File: config.mk
export PLATFORM = sky130hd
export DESIGN_NAME = icf_front
export DESIGN_NICKNAME = d
export VERILOG_FILES = /design/src/rtl/imu_complementary_filter_macros.svh /design/src/rtl/icf_pkg.sv /design/src/rtl/icf_front.sv
export SDC_FILE = /design/constraint.sdc
export NUM_CORES = 1
export LEC_CHECK = 0
export BUFFER_PORTS_ARGS = -buffer_cell sky130_fd_sc_hd__buf_2
export CAP_MARGIN = 0
export CORE_ASPECT_RATIO = 0.7
export CORE_MARGIN = 3
export CORE_UTILIZATION = 43
export CTS_BUF_LIST = sky130_fd_sc_hd__clkbuf_4
export CTS_CLUSTER_DIAMETER = 100
export DETAILED_ROUTE_END_ITERATION = 10
export GPL_ROUTABILITY_DRIVEN = 0
export PLACE_DENSITY_LB_ADDON = 0.15
export SLEW_MARGIN = 20
export SYNTH_ARGS = -nofsm -noshare
export SYNTH_HDL_FRONTEND = slang
export SYNTH_SLANG_ARGS = --single-unit
File: constraint.sdc
create_clock -name clk -period 9.9 [get_ports clk]
set_input_delay 1.98 -clock clk [delete_from_list [all_inputs] [get_ports clk]]
set_output_delay 1.98 -clock clk [all_outputs]
set_load 0.01 [all_outputs]
File: src/rtl/imu_complementary_filter_macros.svh
// assertion macros for the filter rtl, used by icf_back
// expects clk and arst_n in the scope of the module that uses them
`ifndef IMU_COMPLEMENTARY_FILTER_MACROS_SVH
`define IMU_COMPLEMENTARY_FILTER_MACROS_SVH
// property must hold at every edge out of reset
`define ICF_ASSERT(lbl, prop, msg) \
	lbl: assert property (@(posedge clk) disable iff (!arst_n) prop) \
		else $error(msg);
// condition must never be seen out of reset
`define ICF_NEVER(lbl, cond, msg) \
	lbl: assert property (@(posedge clk) disable iff (!arst_n) !(cond)) \
		else $error(msg);
`endif

File: src/rtl/icf_pkg.sv
// types, constants and the cordic angle table of the imu complementary filter
// no dependencies
package icf_pkg;

	localparam int CW        = 34;  // cordic datapath width
	localparam int AW        = 32;  // q16.16 angle width
	localparam int INC_W     = 27;  // gyro increment width
	localparam int DIV_W     = 32;  // dividend width of the divide by 131

	localparam logic signed [AW-1:0] DEG180_Q16 = 32'sd11796480;
	localparam logic [29:0]          INVK_Q30   = 30'd652032875;
	localparam logic [40:0]          GYRO_RND   = 41'd16768;
	// ceil(2^40 / 131), exact quotient for any 32-bit dividend after a shift by 40
	localparam logic [32:0]          RECIP_131  = 33'd8393218533;
	localparam logic [16:0]          ALPHA_ONE  = 17'd32768;
	localparam logic signed [51:0]   BLEND_RND  = 52'sd16384;
	localparam logic signed [7:0]    CENTI      = 8'sd100;
	localparam logic signed [39:0]   TRUNC_ADJ  = 40'sd65535;

	localparam logic REG_ALPHA = 1'b0;
	localparam logic REG_DT    = 1'b1;

	typedef struct packed {
		logic signed [15:0] gyro_z;
		logic signed [15:0] gyro_y;
		logic signed [15:0] gyro_x;
		logic signed [15:0] accel_z;
		logic signed [15:0] accel_y;
		logic signed [15:0] accel_x;
	} sample_t;

	typedef struct packed {
		logic    valid;
		sample_t smp;
	} fe_item_t;

	typedef struct packed {
		logic                 start;
		logic signed [CW-1:0] x;
		logic signed [CW-1:0] y;
	} cordic_req_t;

	typedef struct packed {
		logic                 busy;
		logic                 done;
		logic signed [AW-1:0] z;
		logic signed [CW-1:0] mag;
	} cordic_rsp_t;

	// atan(2^-i) in q16.16 degrees
	function automatic logic signed [AW-1:0] atan_q16(input logic [4:0] idx);
		logic signed [AW-1:0] v;
		case (idx)
			5'd0:  v = 32'sd2949120;
			5'd1:  v = 32'sd1740967;
			5'd2:  v = 32'sd919879;
			5'd3:  v = 32'sd466945;
			5'd4:  v = 32'sd234379;
			5'd5:  v = 32'sd117305;
			5'd6:  v = 32'sd58666;
			5'd7:  v = 32'sd29335;
			5'd8:  v = 32'sd14668;
			5'd9:  v = 32'sd7334;
			5'd10: v = 32'sd3667;
			5'd11: v = 32'sd1833;
			5'd12: v = 32'sd917;
			5'd13: v = 32'sd458;
			5'd14: v = 32'sd229;
			5'd15: v = 32'sd115;
			5'd16: v = 32'sd57;
			5'd17: v = 32'sd29;
			5'd18: v = 32'sd14;
			5'd19: v = 32'sd7;
			5'd20: v = 32'sd4;
			5'd21: v = 32'sd2;
			5'd22: v = 32'sd1;
			default: v = '0;
		endcase
		return v;
	endfunction

endpackage

File: src/rtl/icf_front.sv
// input side: stream slave, sample unpacking and a two-entry queue
// depends on icf_pkg
module icf_front import icf_pkg::*; (
	input  logic        clk,
	input  logic        arst_n,
	input  logic        s_tvalid,
	output logic        s_tready,
	input  logic [95:0] s_tdata,  // accel_x, accel_y, accel_z, gyro_x, gyro_y, gyro_z
	input  logic        pop,
	output fe_item_t    fe
);

	sample_t    q_mem [2];
	logic       wr_q;
	logic       rd_q;
	logic [1:0] cnt_q;
	sample_t    smp_in;
	logic       push;

	always_comb begin
		smp_in.accel_x = s_tdata[15:0];
		smp_in.accel_y = s_tdata[31:16];
		smp_in.accel_z = s_tdata[47:32];
		smp_in.gyro_x  = s_tdata[63:48];
		smp_in.gyro_y  = s_tdata[79:64];
		smp_in.gyro_z  = s_tdata[95:80];
	end

	assign s_tready = (cnt_q != 2'd2);
	assign push     = s_tvalid && s_tready;
	assign fe.valid = (cnt_q != 2'd0);
	assign fe.smp   = q_mem[rd_q];

	always_ff @(posedge clk or negedge arst_n) begin
		if (!arst_n) begin
			wr_q  <= 1'b0;
			rd_q  <= 1'b0;
			cnt_q <= 2'd0;
		end else begin
			if (push) wr_q <= ~wr_q;
			if (pop) rd_q <= ~rd_q;
			cnt_q <= cnt_q + 2'(push) - 2'(pop);
		end
	end

	always_ff @(posedge clk) begin
		if (push) q_mem[wr_q] <= smp_in;
	end

endmodule

==> qor.csv <==
stage,metric,value,unit
status,status,"finished, final reports clean",
synthesis,synth_fa_ha_area_frac,0.00173,
clock_tree,cts_resized,0,
timing,drv_slew,0,
clock_tree,cts_buffers,17,
clock_tree,cts_sinks,196,
synthesis,avgSynthCellArea,22.9,µm²
die,die-height,115,µm
layout,diodes,0,
global_routing,grt_pass1_vias,3794,
synthesis,syn_nets,417,
timing,rsz0062_at_grt,false,
route,dr.pass1.iters,4,
die,num_io_pins,198,
critical_path,critical_path_class,flop to primary output,
synthesis,ys_top_cells_by_area,"edfxtp_1 (80%), mux2_2 (10%), mux2_4 (6.2%), dfrtp_1 (1.4%), buf_6 (0.78%)",
global_routing,grt_util_all_layers,0.148,
pwr,peakVddDrop,0.136,mV
synthesis,synth-compound-area-share,0.00207,
layout,synthToLayoutAreaGrowth,20.7,%
route,drc_errors,0,
critical_path,end_kind,primary output,
synthesis,muxShareOfSynthArea,0.165,
critical_path,worstPathArrival,2850,ps
synthesis,seq_area_frac_synth,0.810,
clock_tree,clk_pin_slew,140,ps
synthesis,synthCells,316,
placement,pre_cts_slack,5620,ps
route,vias_per_cell,4.75,
synthesis,ys_types,17,
layout,drive_above_1_share,0.616,
die,dieArea,18500,µm²
timing,fin_crit,4830,ps
clock_tree,ctsHtreeMaxLevel,4,
die,start_util,0.442,
route,wl,13400,µm
global_routing,grt_max_degree,56,
route,wire_per_inst,17.6,µm
synthesis,ys_seq_elements,196,
placement,dp_hpwl,8980,µm
route,initialDrtViolationCount,287,
clock_tree,root_buffer,clkbuf_4,
route,vias,3616,
layout,nets,626,
pwr,cellLeakagePower,3.32,nW
route,antenna_left,0,
global_routing,gr-total-overflow,0,
synthesis,yosysTopAreaCell,edfxtp_1,
clock_tree,clk_path_buf_depth,2,
clock_tree,insertion_delay,550,ps
timing,tns,0,ps
die,rows,39,
synthesis,synth_xor_area_frac,0.00484,
timing,period_share,0.488,
clock_tree,postCtsSetupRepairBufs,0,
synthesis,yosysWarnings,0,
synthesis,synth_top_area_frac,0.796,
placement,port_buffers,197,
timing,max_freq,207,MHz
pwr,power_density,273,nW/µm²
synthesis,synthSimpleGateAreaFrac,0.00466,
synthesis,synth_top_family_by_area,multiplexers,
critical_path,worstSetupStartpointType,flop,
global_routing,antenna_found_initial,1,
timing,worst_slack,5070,ps
clock_tree,cts_tree,built,
clock_tree,cts.hold.buffers_added,0,
critical_path,cp_max_fo,51,
die,core,16400,µm²
critical_path,required,7920,ps
timing,clock_skew,22.5,ps
die,die_w,161,µm
timing,hold_viol,0,
hold_path,holdCritPathClass,flop to flop,
timing,slew_headroom,0.461,
timing,tightest_slew,809,ps
global_routing,grt_pass1_wl,20500,µm
job,cap_violations,0,
synthesis,syn_area,7240,µm²
timing,setup_viol,0,
power breakdown:
| group | total [mW] | leakage [nW] | internal, mW | switching, mW |
|---|---|---|---|---|
| Sequential | 1.22 | 1.83 | 1.13 | 0.0850 |
| Combinational | 0.758 | 1.34 | 0.371 | 0.387 |
| Clock | 0.413 | 0.154 | 0.156 | 0.257 |
| Total | 2.39 | 3.32 | 1.66 | 0.729 |
sequential cells by signal (all words and copies together) (netlist names):
| register | cells |
|---|---|
| wr_q | 1 |
| q_mem | 192 |
| rd_q | 1 |
| cnt_q | 2 |
cells in the mapped netlist:
cell type	instances
edfxtp_1	192
mux2_2	66
mux2_4	30
buf_2	6
buf_6	5
dfrtp_1	4
xnor2_1	3
a21bo_2	1
a21oi_1	1
and3_1	1
ha_1	1
nand2_1	1
nand2b_1	1
nor2_1	1
nor3b_1	1
or2_2	1
xor2_1	1
cells in the final DEF (no fill, tap or decap), drive strengths merged:
cell type / synthesis / layout
dfrtp: 4 / 4
nand2b: 1 / 1
nor2: 1 / 1
clkinv: 0 / 7
ha: 1 / 1
nand2: 1 / 1
bufinv: 0 / 2
nor3b: 1 / 1
or2: 1 / 1
edfxtp: 192 / 192
mux2: 96 / 96
inv: 0 / 3
a21bo: 1 / 1
xor2: 1 / 1
buf: 11 / 201
clkbuf: 0 / 19
a21oi: 1 / 1
xnor2: 3 / 3
and3: 1 / 1
critical path, cell delays in order, from the launching register on:
cell and delay, ps:
dfrtp_4 940, buf_4 750, mux2_2 420, buf_2 140
final timing paths:
check | from | to | slack, ps | depth (start not counted)
min in group asynchronous | arst_n | cnt_q[1] | 1200 | 1
min reg2reg | wr_q | wr_q | 560 | 1
min | wr_q | wr_q | 560 | 1
max | rd_q | fe[0] | 5070 | 3
max in group asynchronous | arst_n | rd_q | 8550 | 1
max reg2reg | cnt_q[0] | q_mem[1][26] | 7600 | 3
routing by layer:
layer | global-route usage | share of wire
met4 | 0.0413 | 0.010
met2 | 0.213 | 0.44
met1 | 0.209 | 0.46
met3 | 0.0618 | 0.095
met5 | 0 | 0.0010
through the flow:
| step | std cells | hold WS (ps) | power [mW] | instance area, µm² | utilization |
|---|---|---|---|---|---|
| floorplan | 316 | 461 | 1.75 | 7240 | - |
| global placement | 731 | 518 | 2.01 | 8470 | 0.517 |
| detailed placement | 731 | 544 | 2.02 | 8470 | 0.517 |
| CTS | 762 | 569 | 2.43 | 8740 | 0.533 |
| global route | 762 | 587 | 2.53 | 8740 | 0.533 |
| finish | 762 | 565 | 2.39 | 8740 | 0.533 |
cell type report:
| type | instances | area (µm²) |
|---|---|---|
| fill | 1357 | 7650 |
| sequential | 196 | 5870 |
| multi-input combinational | 109 | 1300 |
| timing repair buffer | 201 | 1020 |
| tap | 225 | 282 |
| clock buffer | 19 | 143 |
| clock inverter | 12 | 129 |
cells by family (layout without fill, tap and decap cells):
family                   Yosys count  in the layout
flip-flops                       196            196
adder cells (fa/ha/maj)            1              1
AND/OR/NAND/NOR                    6              6
multiplexers                      96             96
AO/OA/AOI/OAI                      2              2
buffers and inverters             11            232
XOR/XNOR                           4              4
Note: power is estimated with default switching activity, not from simulation.
